<file path="src/sv/scf_pkg.sv">
// Package for the scalar Kalman filter: field widths, fixed-point formats,
// register indexes and reset values. No dependencies.
`default_nettype none

package scf_pkg;

   localparam int CHANNELS    = 2;
   localparam int CHAN_W      = 1;
   localparam int STORE_IDX_W = (CHANNELS > 1) ? $clog2(CHANNELS) : 1;

   localparam int EST_W  = 40;   // signed, 30 fractional bits
   localparam int NOISE_W = 32;  // unsigned Q0.32
   localparam int COV_W  = 33;   // unsigned Q1.32
   localparam int PMID_W = 34;   // unsigned Q2.32
   localparam int DEN_W  = 35;
   localparam int REM_W  = 36;
   localparam int QUO_W  = 33;   // gain, Q1.32
   localparam int DIFF_W = 41;
   localparam int PROD_W = 65;
   localparam int ACC_W  = 42;
   localparam int DELTA_W = 43;

   localparam int CSR_IDX_W  = 2;
   localparam int CSR_DATA_W = 32;

   localparam logic [CSR_IDX_W-1:0] CSR_PROCESS_NOISE     = 2'd0;
   localparam logic [CSR_IDX_W-1:0] CSR_MEASUREMENT_NOISE = 2'd1;

   localparam logic [NOISE_W-1:0] PROCESS_NOISE_RESET     = 32'd4294967;
   localparam logic [NOISE_W-1:0] MEASUREMENT_NOISE_RESET = 32'd214748365;

   localparam logic [QUO_W-1:0] GAIN_ONE = 33'h1_0000_0000;

endpackage

`default_nettype wire

</file>
<file path="src/sv/scalar_kalman_filter.sv">
// Top level of the per-channel scalar Kalman filter: sequencer, shared
// divider step, shared multiplier and channel state. Depends on scf_pkg.
//
//  channel  direction  handshake          payload
//  req_     in         tvalid / tready    tuser channel, tdata measurement
//  rsp_     out        tvalid / tready    tuser channel_out, tdata estimate
//  csr_     in         valid / ready      index, data (register write)
//
// An accepted beat passes through prediction, the denominator, the 33
// restoring division steps of the gain (skipped when p + q + r is zero), four
// passes of the one multiplier and a sign step before its result reaches the output register.
// The next beat is taken the cycle after the result is loaded, even while it waits.
// A stalled result holds the sequencer in its last step; reset clears it and the channel stores.
`default_nettype none

module scalar_kalman_filter
   import scf_pkg::*;
(
   input  wire logic                   clock,
   input  wire logic                   reset,
   input  wire logic                   req_tvalid,
   output logic                        req_tready,
   input  wire logic [EST_W-1:0]       req_tdata,   // [39:0] measurement
   input  wire logic [CHAN_W-1:0]      req_tuser,   // [0] channel
   output logic                        rsp_tvalid,
   input  wire logic                   rsp_tready,
   output logic [EST_W-1:0]            rsp_tdata,   // [39:0] estimate
   output logic [CHAN_W-1:0]           rsp_tuser,   // [0] channel_out
   input  wire logic                   csr_valid,
   output logic                        csr_ready,
   input  wire logic [CSR_IDX_W-1:0]   csr_index,
   input  wire logic [CSR_DATA_W-1:0]  csr_data
);

   typedef enum logic [2:0] {
      S_IDLE, S_PRED, S_DEN, S_DIV, S_MUL, S_ACC, S_SIGN, S_FIN
   } state_type;

   localparam logic [5:0] DIV_LAST = 6'(QUO_W - 1);

   state_type                 state_ff;
   logic [CHAN_W-1:0]         chan_ff;
   logic [STORE_IDX_W-1:0]    idx_ff;
   logic                      chan_ok_ff;
   logic [EST_W-1:0]          meas_ff;
   logic [EST_W-1:0]          est_ff;
   logic [COV_W-1:0]          p_ff;
   logic [PMID_W-1:0]         pmid_ff;
   logic [DEN_W-1:0]          den_ff;
   logic [DIFF_W-1:0]         diff_ff;
   logic                      neg_ff;
   logic [DIFF_W-1:0]         mag_ff;
   logic [REM_W-1:0]          rem_ff;
   logic [QUO_W-1:0]          quo_ff;
   logic [5:0]                cnt_ff;
   logic [1:0]                mstep_ff;
   logic [PROD_W-1:0]         prod_ff;
   logic [ACC_W-1:0]          acc_ff;
   logic                      frac_ff;
   logic [COV_W-1:0]          pnew_ff;
   logic [DELTA_W-1:0]        delta_ff;
   logic [NOISE_W-1:0]        q_ff;
   logic [NOISE_W-1:0]        r_ff;
   logic [EST_W-1:0]          est_store_ff [CHANNELS];
   logic [COV_W-1:0]          cov_store_ff [CHANNELS];
   logic                      rsp_valid_ff;
   logic [CHAN_W-1:0]         rsp_chan_ff;
   logic [EST_W-1:0]          rsp_est_ff;

   logic [STORE_IDX_W-1:0]    req_idx;
   logic                      req_chan_ok;
   logic [QUO_W-1:0]          one_minus_gain;
   logic [QUO_W-1:0]          mul_a;
   logic [NOISE_W-1:0]        mul_b;
   logic [PROD_W-1:0]         prod_in;
   logic [REM_W-1:0]          div_trial;
   logic                      div_ge;
   logic [REM_W-1:0]          rem_in;
   logic [ACC_W-1:0]          acc_sum;
   logic [DELTA_W-1:0]        nest_sum;
   logic [EST_W-1:0]          nest_in;

   assign req_tready = (state_ff == S_IDLE);
   assign csr_ready  = 1'b1;
   assign rsp_tvalid = rsp_valid_ff;
   assign rsp_tdata  = rsp_est_ff;
   assign rsp_tuser  = rsp_chan_ff;

   assign req_idx     = STORE_IDX_W'(req_tuser);
   assign req_chan_ok = (int'(req_tuser) < CHANNELS);

   // Shared multiplier: covariance partial products first, then the estimate's.
   assign one_minus_gain = GAIN_ONE - quo_ff;

   always_comb begin
      case (mstep_ff)
         2'd0: begin
            mul_a = one_minus_gain;
            mul_b = pmid_ff[31:0];
         end
         2'd1: begin
            mul_a = one_minus_gain;
            mul_b = {30'd0, pmid_ff[33:32]};
         end
         2'd2: begin
            mul_a = quo_ff;
            mul_b = mag_ff[31:0];
         end
         default: begin
            mul_a = quo_ff;
            mul_b = {23'd0, mag_ff[40:32]};
         end
      endcase
   end

   assign prod_in = {32'd0, mul_a} * {33'd0, mul_b};

   // One restoring division step; the first step compares without shifting.
   assign div_trial = (cnt_ff == 6'd0) ? rem_ff : {rem_ff[REM_W-2:0], 1'b0};
   assign div_ge    = (div_trial >= {1'b0, den_ff});
   assign rem_in    = div_ge ? (div_trial - {1'b0, den_ff}) : div_trial;

   assign acc_sum  = {9'd0, acc_ff[32:0]} + prod_ff[ACC_W-1:0];
   assign nest_sum = {{3{est_ff[EST_W-1]}}, est_ff} + delta_ff;

   always_comb begin
      if (nest_sum[42:39] == 4'b0000 || nest_sum[42:39] == 4'b1111) begin
         nest_in = nest_sum[EST_W-1:0];
      end else if (nest_sum[42]) begin
         nest_in = {1'b1, {(EST_W-1){1'b0}}};
      end else begin
         nest_in = {1'b0, {(EST_W-1){1'b1}}};
      end
   end

   always_ff @(posedge clock) begin
      if (reset) begin
         state_ff     <= S_IDLE;
         rsp_valid_ff <= 1'b0;
         q_ff         <= PROCESS_NOISE_RESET;
         r_ff         <= MEASUREMENT_NOISE_RESET;
         mstep_ff     <= 2'd0;
         cnt_ff       <= 6'd0;
         for (int i = 0; i < CHANNELS; i++) begin
            est_store_ff[i] <= '0;
            cov_store_ff[i] <= '0;
         end
      end else begin
         if (csr_valid) begin
            case (csr_index)
               CSR_PROCESS_NOISE:     q_ff <= csr_data;
               CSR_MEASUREMENT_NOISE: r_ff <= csr_data;
               default: ;
            endcase
         end

         if (rsp_tready && state_ff != S_FIN) begin
            rsp_valid_ff <= 1'b0;
         end

         case (state_ff)
            S_IDLE: begin
               if (req_tvalid) begin
                  chan_ff    <= req_tuser;
                  idx_ff     <= req_idx;
                  chan_ok_ff <= req_chan_ok;
                  meas_ff    <= req_tdata;
                  if (req_chan_ok) begin
                     est_ff   <= est_store_ff[req_idx];
                     p_ff     <= cov_store_ff[req_idx];
                     state_ff <= S_PRED;
                  end else begin
                     state_ff <= S_FIN;
                  end
               end
            end
            S_PRED: begin
               pmid_ff  <= {1'b0, p_ff} + {2'd0, q_ff};
               diff_ff  <= {meas_ff[EST_W-1], meas_ff} - {est_ff[EST_W-1], est_ff};
               state_ff <= S_DEN;
            end
            S_DEN: begin
               den_ff   <= {1'b0, pmid_ff} + {3'd0, r_ff};
               neg_ff   <= diff_ff[DIFF_W-1];
               mag_ff   <= diff_ff[DIFF_W-1] ? (~diff_ff + 41'd1) : diff_ff;
               rem_ff   <= {2'd0, pmid_ff};
               quo_ff   <= '0;
               cnt_ff   <= 6'd0;
               state_ff <= S_DIV;
            end
            S_DIV: begin
               if (den_ff == '0) begin
                  quo_ff   <= '0;
                  mstep_ff <= 2'd0;
                  state_ff <= S_MUL;
               end else begin
                  quo_ff <= {quo_ff[QUO_W-2:0], div_ge};
                  rem_ff <= rem_in;
                  cnt_ff <= cnt_ff + 6'd1;
                  if (cnt_ff == DIV_LAST) begin
                     mstep_ff <= 2'd0;
                     state_ff <= S_MUL;
                  end
               end
            end
            S_MUL: begin
               prod_ff  <= prod_in;
               state_ff <= S_ACC;
            end
            S_ACC: begin
               case (mstep_ff)
                  2'd0: acc_ff <= {9'd0, prod_ff[64:32]};
                  2'd1: begin
                     pnew_ff <= (acc_sum[ACC_W-1:COV_W] != '0) ? '1 : acc_sum[COV_W-1:0];
                  end
                  2'd2: begin
                     frac_ff <= (prod_ff[31:0] != 32'd0);
                     acc_ff  <= {9'd0, prod_ff[64:32]};
                  end
                  default: acc_ff <= acc_sum;
               endcase
               mstep_ff <= mstep_ff + 2'd1;
               state_ff <= (mstep_ff == 2'd3) ? S_SIGN : S_MUL;
            end
            S_SIGN: begin
               // Truncation toward minus infinity: -(m + frac) = ~m + !frac.
               delta_ff <= neg_ff ? (~{1'b0, acc_ff} + {42'd0, ~frac_ff}) : {1'b0, acc_ff};
               state_ff <= S_FIN;
            end
            S_FIN: begin
               if (!rsp_valid_ff || rsp_tready) begin
                  rsp_valid_ff <= 1'b1;
                  rsp_chan_ff  <= chan_ff;
                  if (chan_ok_ff) begin
                     rsp_est_ff           <= nest_in;
                     est_store_ff[idx_ff] <= nest_in;
                     cov_store_ff[idx_ff] <= pnew_ff;
                  end else begin
                     rsp_est_ff <= '0;
                  end
                  state_ff <= S_IDLE;
               end
            end
            default: state_ff <= S_IDLE;
         endcase
      end
   end

endmodule

`default_nettype wire

</file>
<file path="config.mk">
export PLATFORM = sky130hd
export DESIGN_NAME = scalar_kalman_filter
export DESIGN_NICKNAME = d
export VERILOG_FILES = /design/src/sv/scf_pkg.sv /design/src/sv/scalar_kalman_filter.sv
export SDC_FILE = /design/constraint.sdc
export NUM_CORES = 2
export LEC_CHECK = 0
export BUFFER_PORTS_ARGS = -buffer_cell sky130_fd_sc_hd__buf_2
export CORE_UTILIZATION = 50
export CTS_CLUSTER_SIZE = 40
export DETAILED_ROUTE_END_ITERATION = 10
export PLACE_DENSITY_LB_ADDON = 0.1
export RECOVER_POWER = 50
export SETUP_SLACK_MARGIN = 0.1
export SLEW_MARGIN = 10
export SYNTH_ARGS = -nofsm -noshare
export SYNTH_HDL_FRONTEND = slang
export SYNTH_SLANG_ARGS = --single-unit
</file>
<file path="constraint.sdc">
create_clock -name clock -period 18.91 [get_ports clock]
set_input_delay 3.782 -clock clock [delete_from_list [all_inputs] [get_ports clock]]
set_output_delay 3.782 -clock clock [all_outputs]
set_load 0.005 [all_outputs]
</file>
==> impl_metrics.json <==
{
  "final_core_util_pct": 54.3,
  "syn_to_final_growth_pct": 7.61,
  "place_hpwl_um": 186000,
  "fin_area_mm2": 0.0816,
  "drv_cap": 16,
  "cpMostUsedCell": "fa_1",
  "worst_hold_slack_ns": 0.461,
  "fmax_ghz": 0.0867,
  "tritoncts": "yes",
  "syn_nets": 9265,
  "synth_edf_count": 706,
  "worst_pin_slew_ns": 5.02,
  "hold_path.class": "flop to flop",
  "place_area_mm2": 0.0789,
  "drive_above_1_share_pct": 7.11,
  "overflow": 0,
  "antenna_found_initial": 7,
  "clock_sinks": 782,
  "failed_checks": "max-capacitance violations, max-slew violations",
  "core-area_mm2": 0.150,
  "fin_crit_ns": 11.53,
  "num_vias": 56862,
  "die_w_um": 391,
  "grt_pass1_vias": 56916,
  "drtIter0Drc": 4976,
  "synthCells": 7764,
  "routabilityCongestion": 0.970,
  "slew_viol_final": 678,
  "htree_levels": 3,
  "wl_per_cell_um": 24.2,
  "cp_top_family": "adder cells",
  "crit_path_max_incr_delay_ns": 0.71,
  "crit_type": "flop to flop",
  "ctsResizeCount": 0,
  "ys.flop_type": "edfxtp_1",
  "setup_violations": 0,
  "ys_types": 92,
  "ant_nets": 0,
  "firstDrtPassIters": 6,
  "cts_setup_buffers": 0,
  "critPathMaxFanout": 15,
  "synthArstFlopShare_pct": 0,
  "placementRows": 142,
  "ys_ff_latch": 782,
  "cts_buffers": 82,
  "grt_pass1_wl_um": 359000,
  "finClkSkew_ns": 0.0482,
  "drc_errors": 0,
  "start_util_pct": 50.5,
  "hold_viol": 0,
  "via_per_inst": 5.80,
  "final_nets": 9226,
  "cts.clk_slew.worst_paths_ns": 0.07,
  "cts_root_buf": "clkbuf_16",
  "crit_path_end_kind": "flop",
  "status": "finished with violations",
  "die_h_um": 391,
  "grt_usage_pct": 31.4,
  "finalWirelength_um": 237000,
  "grt_max_degree": 97,
  "cp_data_arrival_time_ns": 11.97,
  "ys.warnings.count": 0,
  "fin_crit_sh_pct": 61.0,
  "die-area_mm2": 0.153,
  "hold_buffers": 0,
  "ios": 124,
  "yosysSeqAreaShare_pct": 30.0,
  "synth_area_mm2": 0.0758,
  "slew_headroom_pct": -234,
  "cp_slowest_cell": "edfxtp_1",
  "portBuffers": 122,
  "cp-start-kind": "flop",
  "num_antenna_cells": 0,
  "syn_avg_cell_area_um2": 9.76,
  "path_buf_inv": 3,
  "cts_max_path_buffers": 3,
  "clock_latency_ns": 0.69,
  "required_ns": 19.35,
  "final.setup.tns_ns": 0,
  "grt_setup_unrepaired": "false"
}
[state kept, by name, indices dropped and copies added (netlist names), 34 cells and up]
| signal | flops |
|---|---|
| acc_ff | 42 |
| rem_ff | 36 |
| est_store_ff | 80 |
| cov_store_ff | 66 |
| est_ff | 40 |
| pmid_ff | 34 |
| delta_ff | 43 |
| diff_ff | 41 |
| mag_ff | 41 |
| meas_ff | 40 |
| prod_ff | 65 |
| rsp_tdata | 40 |
| den_ff | 35 |
[layout by cell type, fill, tap and decap left out, drive strengths merged, types with 10 or more instances in the layout]
cell and instances:
nand2 857, buf 222, clkinv 30, clkbuf 130
fa 932, a21boi 15, o21ai 271, nor2 913
nor4 39, or3 15, o31ai 44, xor2 127
and3 59, a22oi 36, nor3 164, or4 25
a31oi 36, bufinv 10, nand4 83, nor2b 32
mux2 113, edfxtp 706, nand2b 42, o211ai 23
or2 36, a21o 122, a221oi 12, and2 79
ha 489, o21a 48, nand3 104, a21oi 363
o21bai 45, a211oi 36, dfxtp 76, mux2i 11
xnor2 270, o41ai 21, inv 1039
[final timing paths]
| check | from | endpoint | slack (ns) | depth (start not counted) |
|---|---|---|---|---|
| hold reg to reg | r_ff[25] | r_ff[25] | 0.46 | 2 |
| hold / removal | r_ff[25] | r_ff[25] | 0.46 | 2 |
| setup / recovery | quo_ff[0] | prod_ff[59] | 7.38 | 31 |
| setup reg to reg | quo_ff[0] | prod_ff[59] | 7.38 | 31 |
[routing by layer]
metal | vias to the layer above | GRT usage, % | routed length [um]
met5 | - | 0 | 35
met4 | 6 | 9.60 | 8380
met3 | 363 | 6.75 | 20200
met2 | 2245 | 47.0 | 104000
met1 | 28656 | 45.6 | 105000
li1 | 25592 | - | -
[cells in the mapped netlist (all sizes together) (11+ instances only)]
library cell | number | area share (%)
dfxtp | 76 | 2.0
and2 | 79 | 0.65
or2 | 36 | 0.30
fa | 932 | 25
or3 | 15 | 0.13
nor2b | 32 | 0.26
a21o | 122 | 1.2
o21bai | 45 | 0.45
mux2 | 113 | 1.7
a221oi | 12 | 0.14
ha | 489 | 8.1
inv | 1031 | 5.1
o211ai | 23 | 0.23
a22oi | 36 | 0.36
and3 | 59 | 0.49
o31ai | 44 | 0.45
nand2b | 42 | 0.36
a211oi | 36 | 0.36
xnor2 | 270 | 3.1
edfxtp | 706 | 28
clkbuf | 357 | 1.8
a21boi | 15 | 0.15
mux2i | 11 | 0.15
o41ai | 21 | 0.26
or4 | 25 | 0.27
nand4 | 83 | 0.69
nor4 | 39 | 0.34
o21ai | 271 | 1.8
nand3 | 104 | 0.69
a31oi | 36 | 0.30
nand2 | 857 | 4.2
nor2 | 913 | 4.5
buf | 19 | 0.12
a21oi | 363 | 2.4
nor3 | 164 | 1.1
xor2 | 127 | 1.5
o21a | 48 | 0.48
[layout make-up]
cell class | count | area (um2)
inverter | 1032 | 3870
clock inverter | 50 | 662
clock buffer | 99 | 2160
timing repair buffer | 253 | 1520
fill | 13581 | 68600
multi-input combinational | 5574 | 48100
tap | 2016 | 2520
sequential | 782 | 22700
[metrics by stage]
step | instances | setup WS, ns
detailed placement | 9657 | 7.70
global placement | 9657 | 7.70
CTS | 9806 | 7.71
finish | 9806 | 7.38
floorplan | 7764 | 8.84
global route | 9806 | 6.94
[logic make-up after synthesis]
kind of cell             share of synthesized area (%)
AO/OA/AOI/OAI                                     9.50
XOR/XNOR                                          4.61
adder cells (fa/ha/maj)                           32.7
buffers and inverters                             7.00
flip-flops                                        30.0
multiplexers                                      1.82
other                                          0.00495
AND/OR/NAND/NOR                                   14.4
[worst reg2reg max path: cells and delay by family, from the launching register on]
family / cells / cell delay (ns)
fa+ha+maj: 9 / 4.53
simple gates: 9 / 3.03
compound gates: 8 / 2.33
flops: 1 / 0.71
buf+inv: 3 / 0.39
xor+xnor: 2 / 0.29
Power is not shown: default switching activity piles up to over one toggle a cycle in this logic, so the estimate is an artifact.
